## config.mk

```make
export PLATFORM = sky130hd
export DESIGN_NAME = average_directional_index_flat
export DESIGN_NICKNAME = d
export VERILOG_FILES = /design/src/design/adx_pkg.sv /design/src/design/adx_if.sv /design/src/design/adx_div.sv /design/src/design/average_directional_index.sv /design/src/flat_wrapper.sv
export SDC_FILE = /design/constraint.sdc
export NUM_CORES = 2
export LEC_CHECK = 0
export BUFFER_PORTS_ARGS = -buffer_cell sky130_fd_sc_hd__buf_4
export CAP_MARGIN = 0
export CELL_PAD_IN_SITES_DETAIL_PLACEMENT = 1
export CELL_PAD_IN_SITES_GLOBAL_PLACEMENT = 2
export CORE_MARGIN = 1.5
export CORE_UTILIZATION = 42
export CTS_BUF_LIST = sky130_fd_sc_hd__clkbuf_16
export CTS_CLUSTER_DIAMETER = 40
export DETAILED_ROUTE_END_ITERATION = 7
export GPL_TIMING_DRIVEN = 0
export MAX_ROUTING_LAYER = met4
export PLACE_DENSITY_LB_ADDON = 0.1
export SYNTH_ARGS = -nofsm -noshare
export SYNTH_HDL_FRONTEND = slang
export SYNTH_SLANG_ARGS = --single-unit
```

## constraint.sdc

```tcl
create_clock -name clk_i -period 20.1 [get_ports clk_i]
set_clock_uncertainty 0.1 [all_clocks]
set_input_delay 4.02 -clock clk_i [delete_from_list [all_inputs] [get_ports clk_i]]
set_output_delay 4.02 -clock clk_i [all_outputs]
set_load 0.01 [all_outputs]
```

## src/design/adx_pkg.sv

```systemverilog
// Shared widths, register codes and reset values of the ADX block.
package adx_pkg;

  localparam int unsigned MAX_PERIOD_DEF = 1024;
  localparam int unsigned MIN_PERIOD     = 2;

  localparam int unsigned PRICE_W  = 32;
  localparam int unsigned SUM_W    = 48;
  localparam int unsigned ACC_W    = 40;
  localparam int unsigned ADX_W    = 23;
  localparam int unsigned PERIOD_W = 11;
  localparam int unsigned INV_W    = 24;
  localparam int unsigned HALF_W   = 24;   // split of a sum into multiplier halves
  localparam int unsigned QUOT_W   = 24;   // divider quotient bits
  localparam int unsigned DX_FRAC  = 17;   // extra quotient bits past the integer part
  localparam int unsigned DIV_W    = SUM_W + 1;
  localparam int unsigned NUM_W    = SUM_W + 7;

  localparam logic [ADX_W-1:0]    DX_FULL      = ADX_W'(6553600);
  localparam logic [PERIOD_W-1:0] PERIOD_RESET = PERIOD_W'(14);
  localparam logic [INV_W-1:0]    INV_RESET    = INV_W'(1198373);

  // APB register map
  localparam int unsigned PADDR_W = 3;
  localparam int unsigned PDATA_W = 32;
  localparam logic REG_PERIOD  = 1'b0;
  localparam logic REG_INVERSE = 1'b1;

  typedef enum logic [1:0] {
    TGT_PLUS  = 2'd0,
    TGT_MINUS = 2'd1,
    TGT_ACC   = 2'd2,
    TGT_OUT   = 2'd3
  } tgt_e;

endpackage

```

## src/design/adx_if.sv

```systemverilog
// Valid/ready channel interfaces for price bars in and ADX results out.
interface adx_in_if;
  logic                           valid;
  logic                           ready;
  logic                           restart;
  logic [adx_pkg::PRICE_W-1:0]    high_price;
  logic [adx_pkg::PRICE_W-1:0]    low_price;

  modport source (output valid, output restart, output high_price, output low_price,
                  input ready);
  modport sink   (input valid, input restart, input high_price, input low_price,
                  output ready);
endinterface

interface adx_out_if;
  logic                           valid;
  logic                           ready;
  logic [adx_pkg::ADX_W-1:0]      adx_value;
  logic                           flat_seen;

  modport source (output valid, output adx_value, output flat_seen, input ready);
  modport sink   (input valid, input adx_value, input flat_seen, output ready);
endinterface

```

## src/design/adx_div.sv

```systemverilog
// Restoring serial divider, one quotient bit per cycle, for the DX ratio.
module adx_div (
  input  logic                         clk_i,
  input  logic                         rst_ni,
  input  logic                         start_i,
  input  logic [adx_pkg::NUM_W-1:0]    num_i,
  input  logic [adx_pkg::DIV_W-1:0]    den_i,
  output logic                         done_o,
  output logic [adx_pkg::QUOT_W-1:0]   quot_o
);

  localparam int unsigned SHIFT_IN = adx_pkg::QUOT_W - adx_pkg::DX_FRAC;
  localparam int unsigned CNT_W    = $clog2(adx_pkg::QUOT_W);
  localparam logic [CNT_W-1:0] LAST = CNT_W'(adx_pkg::QUOT_W - 1);

  logic                        busy_q, busy_d;
  logic                        done_q, done_d;
  logic [CNT_W-1:0]            cnt_q, cnt_d;
  logic [adx_pkg::DIV_W-1:0]   rem_q, rem_d;
  logic [adx_pkg::DIV_W-1:0]   den_q, den_d;
  logic [adx_pkg::QUOT_W-1:0]  low_q, low_d;
  logic [adx_pkg::QUOT_W-1:0]  quot_q, quot_d;
  logic [adx_pkg::DIV_W:0]     trial;
  logic [adx_pkg::DIV_W:0]     trial_sub;
  logic                        ge;

  assign trial     = {rem_q, low_q[adx_pkg::QUOT_W-1]};
  assign trial_sub = trial - {1'b0, den_q};
  assign ge        = !trial_sub[adx_pkg::DIV_W];

  always_comb begin
    busy_d = busy_q;
    done_d = 1'b0;
    cnt_d  = cnt_q;
    rem_d  = rem_q;
    den_d  = den_q;
    low_d  = low_q;
    quot_d = quot_q;
    if (start_i) begin
      busy_d = 1'b1;
      cnt_d  = '0;
      den_d  = den_i;
      // the leading part is already below the divisor
      rem_d  = adx_pkg::DIV_W'(num_i[adx_pkg::NUM_W-1:SHIFT_IN]);
      low_d  = {num_i[SHIFT_IN-1:0], {adx_pkg::DX_FRAC{1'b0}}};
      quot_d = '0;
    end else if (busy_q) begin
      rem_d  = ge ? trial_sub[adx_pkg::DIV_W-1:0] : trial[adx_pkg::DIV_W-1:0];
      quot_d = {quot_q[adx_pkg::QUOT_W-2:0], ge};
      low_d  = {low_q[adx_pkg::QUOT_W-2:0], 1'b0};
      cnt_d  = cnt_q + CNT_W'(1);
      if (cnt_q == LAST) begin
        busy_d = 1'b0;
        done_d = 1'b1;
      end
    end
  end

  always_ff @(posedge clk_i or negedge rst_ni) begin
    if (!rst_ni) begin
      busy_q <= 1'b0;
      done_q <= 1'b0;
      cnt_q  <= '0;
    end else begin
      busy_q <= busy_d;
      done_q <= done_d;
      cnt_q  <= cnt_d;
    end
  end

  always_ff @(posedge clk_i) begin
    rem_q  <= rem_d;
    den_q  <= den_d;
    low_q  <= low_d;
    quot_q <= quot_d;
  end

  assign done_o = done_q;
  assign quot_o = quot_q;

endmodule

```

## src/design/average_directional_index.sv

```systemverilog
// Bars are taken one at a time; the 24-step serial divider and the shared 24x24 multiplier
// (two passes per Wilder decay) set how long each bar takes. Not ready while busy, nor while
// a finished result waits for the previous one to leave the output register.
// Reset: asynchronous, active low; period 14, inverse 1198373, sample count zero,
// so the first bar after reset starts a series. No clearing pass.
module average_directional_index #(
  parameter int unsigned MAX_PERIOD = adx_pkg::MAX_PERIOD_DEF
) (
  input  logic                         clk_i,
  input  logic                         rst_ni,
  adx_in_if.sink                       in_i,
  adx_out_if.source                    out_o,
  input  logic                         psel,
  input  logic                         penable,
  input  logic                         pwrite,
  input  logic [adx_pkg::PADDR_W-1:0]  paddr,
  input  logic [adx_pkg::PDATA_W-1:0]  pwdata,
  output logic [adx_pkg::PDATA_W-1:0]  prdata,
  output logic                         pready
);

  localparam int unsigned CNT_W = $clog2(2 * MAX_PERIOD);
  localparam int unsigned EW    =
      ((CNT_W > adx_pkg::PERIOD_W) ? CNT_W : adx_pkg::PERIOD_W) + 1;
  localparam logic [CNT_W-1:0] COUNT_MAX = CNT_W'(2 * MAX_PERIOD - 1);
  localparam int unsigned SW = adx_pkg::SUM_W;
  localparam int unsigned AW = adx_pkg::ACC_W;
  localparam int unsigned HW = adx_pkg::HALF_W;
  localparam logic [SW:0] ROUND_HALF = (SW + 1)'(1) << (HW - 1);

  typedef enum logic [12:0] {
    S_IDLE   = 13'b0000000000001,
    S_MOVE   = 13'b0000000000010,
    S_SUMS   = 13'b0000000000100,
    S_MHI    = 13'b0000000001000,
    S_MLO    = 13'b0000000010000,
    S_SCALE  = 13'b0000000100000,
    S_APPLY  = 13'b0000001000000,
    S_DXSET  = 13'b0000010000000,
    S_DXMUL  = 13'b0000100000000,
    S_DIV    = 13'b0001000000000,
    S_DXDONE = 13'b0010000000000,
    S_ACCADD = 13'b0100000000000,
    S_OUT    = 13'b1000000000000
  } state_e;

  state_e state_q, state_d;
  adx_pkg::tgt_e tgt_q, tgt_d;

  // configuration
  logic [adx_pkg::PERIOD_W-1:0] period_q;
  logic [adx_pkg::INV_W-1:0]    inv_q;
  logic                         cfg_wr;

  // series state
  logic [adx_pkg::PRICE_W-1:0]  prev_hi_q, prev_lo_q;
  logic [SW-1:0]                plus_q, minus_q;
  logic [AW-1:0]                acc_q;
  logic [CNT_W-1:0]             count_q;

  // per-bar working registers
  logic                         restart_q;
  logic [adx_pkg::PRICE_W-1:0]  hi_q, lo_q;
  logic [adx_pkg::PRICE_W-1:0]  pdm_q, mdm_q;
  logic                         warm_q, last_q, fill_q, steady_q;
  logic [SW-1:0]                prod_q, part_q, scaled_q;
  logic [adx_pkg::DIV_W-1:0]    sum_q;
  logic [SW-1:0]                diff_q;
  logic [adx_pkg::ADX_W-1:0]    dx_q;
  logic                         flat_q;

  // output register
  logic                         out_valid_q;
  logic [adx_pkg::ADX_W-1:0]    out_adx_q;
  logic                         out_flat_q;
  logic                         out_free;

  // combinational helpers
  logic [EW-1:0]                p_ext, p_cl, i_ext, p_m1, two_p2;
  logic                         first_bar;
  logic [adx_pkg::PRICE_W:0]    up, down;
  logic [SW-1:0]                opnd;
  logic [HW-1:0]                mul_a;
  logic [SW:0]                  round_sum;
  logic [SW:0]                  dec_sub;
  logic [SW-1:0]                dec;
  logic [SW:0]                  plus_add, minus_add;
  logic [AW:0]                  acc_add;
  logic [SW:0]                  ud_sub, du_sub;
  logic [adx_pkg::NUM_W-1:0]    diff_ext, num;
  logic                         div_start, div_done;
  logic [adx_pkg::QUOT_W-1:0]   quot;
  logic [adx_pkg::QUOT_W:0]     quot_inc;

  // ---------------------------------------------------------------- APB
  assign pready = 1'b1;
  assign cfg_wr = psel && penable && pwrite;
  assign prdata = (paddr[2] == adx_pkg::REG_INVERSE) ?
                  adx_pkg::PDATA_W'(inv_q) : adx_pkg::PDATA_W'(period_q);

  always_ff @(posedge clk_i or negedge rst_ni) begin
    if (!rst_ni) begin
      period_q <= adx_pkg::PERIOD_RESET;
      inv_q    <= adx_pkg::INV_RESET;
    end else if (cfg_wr) begin
      if (paddr[2] == adx_pkg::REG_PERIOD) begin
        period_q <= pwdata[adx_pkg::PERIOD_W-1:0];
      end else begin
        inv_q <= pwdata[adx_pkg::INV_W-1:0];
      end
    end
  end

  // ---------------------------------------------------------------- phase
  assign p_ext  = EW'(period_q);
  assign p_cl   = (p_ext < EW'(adx_pkg::MIN_PERIOD)) ? EW'(adx_pkg::MIN_PERIOD) :
                  (p_ext > EW'(MAX_PERIOD)) ? EW'(MAX_PERIOD) : p_ext;
  assign i_ext  = EW'(count_q);
  assign p_m1   = p_cl - EW'(1);
  assign two_p2 = (p_cl << 1) - EW'(2);

  assign first_bar = restart_q || (count_q == '0);
  assign up   = {1'b0, hi_q} - {1'b0, prev_hi_q};
  assign down = {1'b0, prev_lo_q} - {1'b0, lo_q};

  // ---------------------------------------------------------------- datapath
  always_comb begin
    unique case (tgt_q)
      adx_pkg::TGT_PLUS:  opnd = plus_q;
      adx_pkg::TGT_MINUS: opnd = minus_q;
      default:            opnd = SW'(acc_q);
    endcase
  end

  assign mul_a     = (state_q == S_MHI) ? opnd[SW-1:HW] : opnd[HW-1:0];
  assign round_sum = {1'b0, prod_q} + ROUND_HALF;
  // the decay never takes a sum below zero
  assign dec_sub   = {1'b0, opnd} - {1'b0, scaled_q};
  assign dec       = dec_sub[SW] ? '0 : dec_sub[SW-1:0];

  assign plus_add  = {1'b0, plus_q} + (SW + 1)'(pdm_q);
  assign minus_add = {1'b0, minus_q} + (SW + 1)'(mdm_q);
  assign acc_add   = {1'b0, acc_q} + (AW + 1)'(dx_q);

  assign ud_sub = {1'b0, plus_q} - {1'b0, minus_q};
  assign du_sub = {1'b0, minus_q} - {1'b0, plus_q};

  // times one hundred as three shifted terms
  assign diff_ext = adx_pkg::NUM_W'(diff_q);
  assign num      = (diff_ext << 6) + (diff_ext << 5) + (diff_ext << 2);
  assign div_start = (state_q == S_DXMUL) && (sum_q != '0);
  assign quot_inc  = {1'b0, quot} + (adx_pkg::QUOT_W + 1)'(1);

  adx_div u_div (
    .clk_i   (clk_i),
    .rst_ni  (rst_ni),
    .start_i (div_start),
    .num_i   (num),
    .den_i   (sum_q),
    .done_o  (div_done),
    .quot_o  (quot)
  );

  assign out_free = !out_valid_q || out_o.ready;

  // ---------------------------------------------------------------- sequencer
  always_comb begin
    state_d = state_q;
    tgt_d   = tgt_q;
    unique case (state_q)
      S_IDLE:   if (in_i.valid) state_d = S_MOVE;
      S_MOVE: begin
        if (first_bar) begin
          state_d = S_IDLE;
        end else if (i_ext < p_cl) begin
          state_d = S_SUMS;
        end else begin
          tgt_d   = adx_pkg::TGT_PLUS;
          state_d = S_MHI;
        end
      end
      S_SUMS:   state_d = (warm_q && !last_q) ? S_IDLE : S_DXSET;
      S_MHI:    state_d = S_MLO;
      S_MLO:    state_d = S_SCALE;
      S_SCALE:  state_d = (tgt_q == adx_pkg::TGT_OUT) ? S_OUT : S_APPLY;
      S_APPLY: begin
        unique case (tgt_q)
          adx_pkg::TGT_PLUS: begin
            tgt_d   = adx_pkg::TGT_MINUS;
            state_d = S_MHI;
          end
          adx_pkg::TGT_MINUS: state_d = S_SUMS;
          default:            state_d = S_ACCADD;
        endcase
      end
      S_DXSET:  state_d = S_DXMUL;
      S_DXMUL:  state_d = (sum_q == '0) ? S_DXDONE : S_DIV;
      S_DIV:    if (div_done) state_d = S_DXDONE;
      S_DXDONE: begin
        priority if (last_q) begin
          state_d = S_IDLE;
        end else if (steady_q) begin
          tgt_d   = adx_pkg::TGT_ACC;
          state_d = S_MHI;
        end else begin
          state_d = S_ACCADD;
        end
      end
      S_ACCADD: begin
        if (fill_q) begin
          state_d = S_IDLE;
        end else begin
          tgt_d   = adx_pkg::TGT_OUT;
          state_d = S_MHI;
        end
      end
      S_OUT:    if (out_free) state_d = S_IDLE;
      default:  state_d = S_IDLE;
    endcase
  end

  assign in_i.ready = (state_q == S_IDLE);

  always_ff @(posedge clk_i or negedge rst_ni) begin
    if (!rst_ni) begin
      state_q     <= S_IDLE;
      tgt_q       <= adx_pkg::TGT_PLUS;
      count_q     <= '0;
      out_valid_q <= 1'b0;
    end else begin
      state_q <= state_d;
      tgt_q   <= tgt_d;
      if (state_q == S_MOVE) begin
        if (first_bar) begin
          count_q <= CNT_W'(1);
        end else if (count_q != COUNT_MAX) begin
          count_q <= count_q + CNT_W'(1);
        end
      end
      if ((state_q == S_OUT) && out_free) begin
        out_valid_q <= 1'b1;
      end else if (out_o.ready) begin
        out_valid_q <= 1'b0;
      end
    end
  end

  // ---------------------------------------------------------------- payload
  always_ff @(posedge clk_i) begin
    if ((state_q == S_IDLE) && in_i.valid) begin
      restart_q <= in_i.restart;
      hi_q      <= in_i.high_price;
      lo_q      <= in_i.low_price;
    end

    if (state_q == S_MOVE) begin
      prev_hi_q <= hi_q;
      prev_lo_q <= lo_q;
      if (first_bar) begin
        plus_q  <= '0;
        minus_q <= '0;
        acc_q   <= '0;
      end
      pdm_q    <= (!up[adx_pkg::PRICE_W] && (up != '0) &&
                   ($signed(up) > $signed(down))) ? up[adx_pkg::PRICE_W-1:0] : '0;
      mdm_q    <= (!down[adx_pkg::PRICE_W] && (down != '0) &&
                   ($signed(down) > $signed(up))) ? down[adx_pkg::PRICE_W-1:0] : '0;
      warm_q   <= i_ext < p_cl;
      last_q   <= i_ext == p_m1;
      fill_q   <= (i_ext >= p_cl) && (i_ext < two_p2);
      steady_q <= i_ext > two_p2;
    end

    // shared multiplier: high half first, then low half
    if ((state_q == S_MHI) || (state_q == S_MLO)) begin
      prod_q <= SW'(mul_a) * SW'(inv_q);
    end
    if (state_q == S_MLO) begin
      part_q <= prod_q;
    end
    if (state_q == S_SCALE) begin
      scaled_q <= part_q + SW'(round_sum[SW:HW]);
    end

    if (state_q == S_APPLY) begin
      unique case (tgt_q)
        adx_pkg::TGT_PLUS:  plus_q  <= dec;
        adx_pkg::TGT_MINUS: minus_q <= dec;
        default:            acc_q   <= dec[AW-1:0];
      endcase
    end

    if (state_q == S_SUMS) begin
      plus_q  <= plus_add[SW]  ? '1 : plus_add[SW-1:0];
      minus_q <= minus_add[SW] ? '1 : minus_add[SW-1:0];
    end

    if (state_q == S_DXSET) begin
      sum_q  <= {1'b0, plus_q} + {1'b0, minus_q};
      diff_q <= ud_sub[SW] ? du_sub[SW-1:0] : ud_sub[SW-1:0];
    end

    if (state_q == S_DXMUL) begin
      flat_q <= (sum_q == '0);
      dx_q   <= '0;
    end
    if ((state_q == S_DIV) && div_done) begin
      dx_q <= quot_inc[adx_pkg::ADX_W:1];
    end

    if ((state_q == S_DXDONE) && last_q) begin
      acc_q <= AW'(dx_q);
    end
    if (state_q == S_ACCADD) begin
      acc_q <= acc_add[AW] ? '1 : acc_add[AW-1:0];
    end

    if ((state_q == S_OUT) && out_free) begin
      out_adx_q  <= (scaled_q > SW'(adx_pkg::DX_FULL)) ?
                    adx_pkg::DX_FULL : scaled_q[adx_pkg::ADX_W-1:0];
      out_flat_q <= flat_q;
    end
  end

  assign out_o.valid     = out_valid_q;
  assign out_o.adx_value = out_adx_q;
  assign out_o.flat_seen = out_flat_q;

endmodule

```

## src/flat_wrapper.sv

```systemverilog
// flat-port wrapper written by rule: the top's interface ports become plain ports
module average_directional_index_flat 
#(
  parameter int unsigned MAX_PERIOD = adx_pkg::MAX_PERIOD_DEF
)
  (clk_i, rst_ni, psel, penable, pwrite, paddr, pwdata, prdata, pready, in_i_valid, in_i_restart, in_i_high_price, in_i_low_price, in_i_ready, out_o_valid, out_o_adx_value, out_o_flat_seen, out_o_ready);
  adx_in_if in_i_i ();
  adx_out_if out_o_i ();
  input  logic clk_i;
  input  logic rst_ni;
  input  logic psel;
  input  logic penable;
  input  logic pwrite;
  input  logic [adx_pkg::PADDR_W-1:0] paddr;
  input  logic [adx_pkg::PDATA_W-1:0] pwdata;
  output logic [adx_pkg::PDATA_W-1:0] prdata;
  output logic pready;
  input wire logic [$bits(in_i_i.valid)-1:0] in_i_valid;
  input wire logic [$bits(in_i_i.restart)-1:0] in_i_restart;
  input wire logic [$bits(in_i_i.high_price)-1:0] in_i_high_price;
  input wire logic [$bits(in_i_i.low_price)-1:0] in_i_low_price;
  output wire logic [$bits(in_i_i.ready)-1:0] in_i_ready;
  output wire logic [$bits(out_o_i.valid)-1:0] out_o_valid;
  output wire logic [$bits(out_o_i.adx_value)-1:0] out_o_adx_value;
  output wire logic [$bits(out_o_i.flat_seen)-1:0] out_o_flat_seen;
  input wire logic [$bits(out_o_i.ready)-1:0] out_o_ready;
  assign in_i_i.valid = in_i_valid;
  assign in_i_i.restart = in_i_restart;
  assign in_i_i.high_price = in_i_high_price;
  assign in_i_i.low_price = in_i_low_price;
  assign in_i_ready = in_i_i.ready;
  assign out_o_valid = out_o_i.valid;
  assign out_o_adx_value = out_o_i.adx_value;
  assign out_o_flat_seen = out_o_i.flat_seen;
  assign out_o_i.ready = out_o_ready;
  average_directional_index #(.MAX_PERIOD(MAX_PERIOD)) u_core (.clk_i(clk_i), .rst_ni(rst_ni), .in_i(in_i_i), .out_o(out_o_i), .psel(psel), .penable(penable), .pwrite(pwrite), .paddr(paddr), .pwdata(pwdata), .prdata(prdata), .pready(pready));
endmodule
```

# ---- Word-level counts from Yosys, hierarchy flattened
# Index checks and enable logic that the tools add are counted.
dict set report op_classes {
  add_sub_neg 19
  mux 65
  n_lt_le_gt_ge 9
  n_eq_ne 27
  n_reduce_logical 38
  bitwise 1
  multipliers 1
}
# operator n
set ops {}
lappend ops {{48-bit two-way mux} 16}
lappend ops {{40-bit two-way mux} 7}
lappend ops {{13-bit one-hot mux with 13 select lines} 1}
lappend ops {{48-bit by 32-bit adder with 49-bit output} 2}
lappend ops {{48-bit by 48-bit subtractor with 49-bit output} 2}
lappend ops {{24-bit two-way mux} 4}
lappend ops {{48-bit one-hot mux with 2 select lines} 1}
lappend ops {{13-bit two-way mux} 6}
lappend ops {{33-bit greater-than comparator} 2}
lappend ops {{33-bit nonzero test} 2}
lappend ops {{32-bit by 32-bit subtractor with 33-bit output} 2}
lappend ops {{54-bit by 53-bit adder with 55-bit output} 1}
lappend ops {{55-bit by 50-bit adder with 55-bit output} 1}
lappend ops {{50-bit by 49-bit subtractor with 50-bit output} 1}
lappend ops {{48-bit by 24-bit adder with 49-bit output (second input constant)} 1}
lappend ops {{48-bit by 48-bit adder with 49-bit output} 1}
lappend ops {{49-bit zero test} 1}
lappend ops {{49-bit two-way mux} 1}
lappend ops {{49-bit nonzero test} 1}
lappend ops {{48-bit by 25-bit adder with 48-bit output} 1}
lappend ops {{48-bit by 23-bit greater-than comparator with 1-bit output (second input constant)} 1}
lappend ops {{24-bit by 24-bit multiplier with 48-bit output} 1}
lappend ops {{48-bit subtractor} 1}
lappend ops {{23-bit two-way mux} 2}
lappend ops {{other kinds (52)} 101}
dict set report totals {
  word_cells 197
  regBits 820
  out_inout_bits 59
  in_bits 107
}

# ---- Depth between registers and ports, before layout
dict set report logic_depth {
  ltp_word 8
  depth_mapped 35
  ltp_nobuf 32
}

# ---- By module
# From an unflattened synthesis, not the netlist that was laid out.
dict set report unflattened {
  hier_cells 8576
  hier_area_um2 79321.1
}
# module n_inst seq_area_each_um2 cells_each area_per_inst_um2
set modules_own_cells {}
lappend modules_own_cells {average_directional_index 1 18853.1 7746 70959.3}
lappend modules_own_cells {adx_div 1 3798.6 830 8361.8}

# ---- Worst setup path after synthesis
# No wires, ideal clock.
dict set report synth_timing {
  path_type {register to register}
  startpoint {register u_core.state_q[6]}
  endpoint {register u_core.plus_q[13]}
  path_buffers 3
  required_ps 19867
  path_stages_with_launch 13
  setup_ps 133
  setup_slack_ps 6088
  arrival_ps 13779
  synth_period_minus_slack_ps 14012
  path_cell_list {dfrtp_1 clkbuf_1 or3_1 nor3_1 nand2_1 or3_1 nor3b_1 nand2b_1 and2_1 buf_2 clkbuf_1 a211oi_1 a21oi_1}
}
dict set report synth_via {
  elab_chain_len 5
  word_cells_on_any_way 7
  cone_classes {eq/ne: 3; mux: 4}
}
# element line
set synth_lines {}
lappend synth_lines {{from (decl)} average_directional_index.sv:47} ;# state_e state_q, state_d;
lappend synth_lines {{from (signal assigned)} average_directional_index.sv:231} ;# state_q <= state_d;
lappend synth_lines {{13-bit by 2-bit equality test with 1-bit output} average_directional_index.sv:256} ;# if (state_q == S_MOVE) begin
lappend synth_lines {{48-bit two-way mux} average_directional_index.sv:256}
lappend synth_lines {{48-bit two-way mux} average_directional_index.sv:286} ;# unique case (tgt_q)
lappend synth_lines {{48-bit two-way mux} average_directional_index.sv:285} ;# if (state_q == S_APPLY) begin
lappend synth_lines {{48-bit two-way mux *} average_directional_index.sv:293} ;# if (state_q == S_SUMS) begin
lappend synth_lines {{to (signal assigned)} average_directional_index.sv:294} ;# plus_q <= plus_add[SW] ? '1 : plus_add[SW-1:0];
lappend synth_lines {{to (decl)} average_directional_index.sv:57} ;# logic [SW-1:0] plus_q, minus_q;
# Mark *: on every way between the ends. The rest lies on a longest branch, timed or not.
# A chain may end at the register's enable or synchronous reset.

# ---- Final worst setup path
dict set report layout_timing {
  startpoint {register u_core.tgt_q[0]}
  endpoint {register u_core.prod_q[40], data pin}
}
dict set report layout_via {
  elab_chain_len 4
  word_cells_on_any_way 5
  cone_classes {mul: 1; eq/ne: 1; mux: 2; reduce/logical: 1}
}
# element line
set layout_lines {}
lappend layout_lines {{from (decl)} average_directional_index.sv:48} ;# adx_pkg::tgt_e tgt_q, tgt_d;
lappend layout_lines {{from (signal assigned)} average_directional_index.sv:227} ;# tgt_q <= adx_pkg::TGT_PLUS;
lappend layout_lines {{from (signal assigned)} average_directional_index.sv:232} ;# tgt_q <= tgt_d;
lappend layout_lines {{2-bit by 1-bit equality test with 1-bit output / 2-bit zero test (equally long branches)} average_directional_index.sv:128} ;# unique case (tgt_q)
lappend layout_lines {{48-bit one-hot mux with 2 select lines *} average_directional_index.sv:128}
lappend layout_lines {{24-bit two-way mux *} average_directional_index.sv:135} ;# assign mul_a = (state_q == S_MHI) ? opnd[SW-1:HW] : opnd[HW-1:0];
lappend layout_lines {{24-bit by 24-bit multiplier with 48-bit output *} average_directional_index.sv:276} ;# prod_q <= SW'(mul_a) * SW'(inv_q);
lappend layout_lines {{to (signal assigned)} average_directional_index.sv:276}
lappend layout_lines {{to (decl)} average_directional_index.sv:66} ;# logic [SW-1:0] prod_q, part_q, scaled_q;
# Marks and branches as above.

==> out/metrics.yaml <==
layout:
  nets: 10300
  syn_to_final_growth_pct: 12.8
  final_common_cell: "inv_1"
  drive_gt1_share_pct: 6.81
  layout_common_cells: "inv_1, nand2_1, ha_1, a21oi_1, edfxtp_1"
  fillers: 21400
  multi_input_area_um2: 50900
  regArea_um2: 22600
  final_area_um2: 88400
setup_path:
  endpoint_kind: "flip-flop"
  slowest_delay_ns: 0.93
  setup.worst_path.start_class: "flip-flop"
  rr_startpoint: "u_core.tgt_q[0]"
  cp_slowest_cell: "buf_1"
  crit_arrival_ns: 12.41
  cp_common_cell: "fa_1"
  critical_path_required_ns: 20.55
  path_class: "flip-flop to flip-flop"
  crit_path_max_fanout: 10
  crit_start: "u_core.tgt_q[0]"
timing:
  holdWs_ns: 0.294
  layout_min_cycle_time_ns: 11.96
  maxSlewViolCount: 11
  hold_viol: 0
  maxSlewHeadroom_pct: -6.25
  fin_crit_sh_pct: 59.5
  fmax_mhz: 83.6
  setup_slack_ns: 8.14
  worstMarginPinSlew_ns: 1.58
  rsz0062_at_grt: "false"
  setup-violations-final: 0
  setup_tns_ns: 0
routing:
  ant_nets: 0
  firstDrtPassIters: 5
  vias_per_cell: 5.75
  wl_per_cell_um: 26.3
  vias: 66300
  wirelength_um: 303000
  post-route-drc-count: 0
  first_iter_violations: 4786
clock_tree:
  cts_setup_buffers: 0
  numCtsBuffers: 152
  clk_path_buf_depth: 3
  cts-root-buf: "clkbuf_16"
  clk_latency_ns: 0.82
  clkTransAtPathRegs_ns: 0.06
  cts_htree_levels: 4
  post_cts_resized: 0
  cts.sinks: 817
  cts_tree: "built"
  cts_hold_buf: 0
floorplanning:
  fp-row-count: 158
  ioPinCount: 166
  die_x_um: 435
  core_area_um2: 185000
  die_h_um: 435
  initial_core_util_pct: 42.3
  die_area_um2: 189000
place:
  place_congestion: 1.01
  placed_area_um2: 83100
  dp_slack_ns: 8.25
  io_buffers: 145
  dp_hpwl_um: 252000
synthesis:
  ys_seq_elements: 817
  synth_ff_type: "edfxtp_1"
  synth-edff-count: 587
  synth_warnings: 0
  syn_area_per_cell_um2: 9.15
  seq_area_frac_synth_pct: 28.8
  async_reset_ff_share_pct: 8.45
  syn_area_um2: 78400
  syn_inst: 8564
  synth.distinct_cells: 94
global_routing:
  overflow: 0
  grt_usage_pct: 32.5
  grt_start_max_net_pins: 70
  antenna_found_initial: 16
  grt_pass1_vias: 69400
  grt_pass1_wl_um: 450000
min_path:
  hold_class: "flip-flop to flip-flop"
  hp-start: "u_core.prod_q[7]"
outcome:
  violations: "max-capacitance violations, max-slew violations"
  status: "complete, but fails checks"
job:
  drv_cap: 2
## metal layers
layer	track usage (%)	share of wire (%)	up-vias
met4	13.0	4.7	0
met1	42.2	44	33500
met3	4.01	4.8	544
met5	-	0	-
met2	51.6	46	1819
li1	-	-	30400
## sequential cells by signal, summed over array words and instances, names as in the netlist, 11 cells and up
register                flops
u_core.acc_q               40
u_core.count_q             11
u_core.diff_q              48
u_core.dx_q                23
u_core.hi_q                32
u_core.inv_q               24
u_core.lo_q                32
u_core.mdm_q               32
u_core.minus_q             48
u_core.out_o.adx_value     23
u_core.part_q              48
u_core.pdm_q               32
u_core.period_q            11
u_core.plus_q              48
u_core.prev_hi_q           32
u_core.prev_lo_q           32
u_core.prod_q              48
u_core.scaled_q            48
u_core.state_q             13
u_core.sum_q               48
u_core.u_div.den_q         49
u_core.u_div.quot_o        24
u_core.u_div.rem_q         49
## worst paths after layout
path                                           to  slack, ns  cells after the start
worst min register to register   u_core.part_q[7]       0.29                      0
worst max-delay path            u_core.prod_q[40]       8.14                     30
min in group asynchronous       u_core.count_q[5]       3.23                      1
max in group asynchronous         u_core.tgt_q[1]      16.02                      1
worst max register to register  u_core.prod_q[40]       8.14                     30
worst min-delay path             u_core.part_q[7]       0.29                      0
## per-stage QoR
stage | utilization, % | std cells
floorplan | - | 8571
detailed placement | 44.8 | 11200
CTS | 47.7 | 11500
global placement | 44.6 | 11200
finish | 47.7 | 11500
global route | 47.7 | 11500
## logic make-up (layout without fill, tap and decap cells)
family,Yosys count,after routing,synth area share (%)
xor+xnor,516,516,5.76
simple gates,2441,2441,15.2
other cells,2,15,0.00958
fa+ha+maj,1240,1240,24.9
mux,156,156,2.10
flops,817,817,28.8
compound gates,2069,2069,16.8
buf+inv,1323,1786,6.41
## synth_stat cells, drive strengths merged (57+ instances only)
| master | n | share of area, % |
|---|---|---|
| o21bai | 80 | 0.77 |
| a21o | 258 | 2.5 |
| buf | 61 | 0.37 |
| nand3 | 153 | 0.98 |
| nor2 | 512 | 2.5 |
| dfrtp | 57 | 1.8 |
| xor2 | 203 | 2.3 |
| nor2b | 126 | 1.0 |
| nand2b | 77 | 0.61 |
| inv | 960 | 4.6 |
| fa | 538 | 14 |
| a22oi | 59 | 0.56 |
| nand4 | 106 | 0.85 |
| nor3 | 96 | 0.61 |
| mux2i | 89 | 1.1 |
| ha | 702 | 11 |
| xnor2 | 313 | 3.5 |
| nand2 | 774 | 3.7 |
| and3 | 68 | 0.54 |
| a31oi | 87 | 0.69 |
| edfxtp | 587 | 22 |
| o21a | 81 | 0.78 |
| mux2 | 67 | 0.96 |
| dfxtp | 161 | 4.1 |
| o21ai | 382 | 2.4 |
| a21oi | 694 | 4.4 |
| a211oi | 89 | 0.86 |
| clkbuf | 296 | 1.4 |
| and2 | 342 | 2.7 |
## final cells by class
class	count	share of cell area (%)
multi-input combinational	6431	57.5
sequential	817	25.5
clock buffer	152	4.30
inverter	966	4.10
tap	2480	3.51
timing repair buffer	182	1.75
clock inverter	129	1.68
buffer	357	1.58
antenna	6	0.0170
## critical path, delay by kind of cell, from the launching register on
family,cells,cell delay (ns)
AOI/OAI and AO/OA,6,2.11
xor gates and xnor gates,1,0.16
adders and majority gates,8,3.86
buffers and inverters,8,2.63
DFF,1,0.32
muxes,2,1.00
and+or+nand+nor,5,1.45
Power is left out: the tool's default activity adds up to more than one toggle a clock period on the data nets, which glitch-free logic cannot reach.
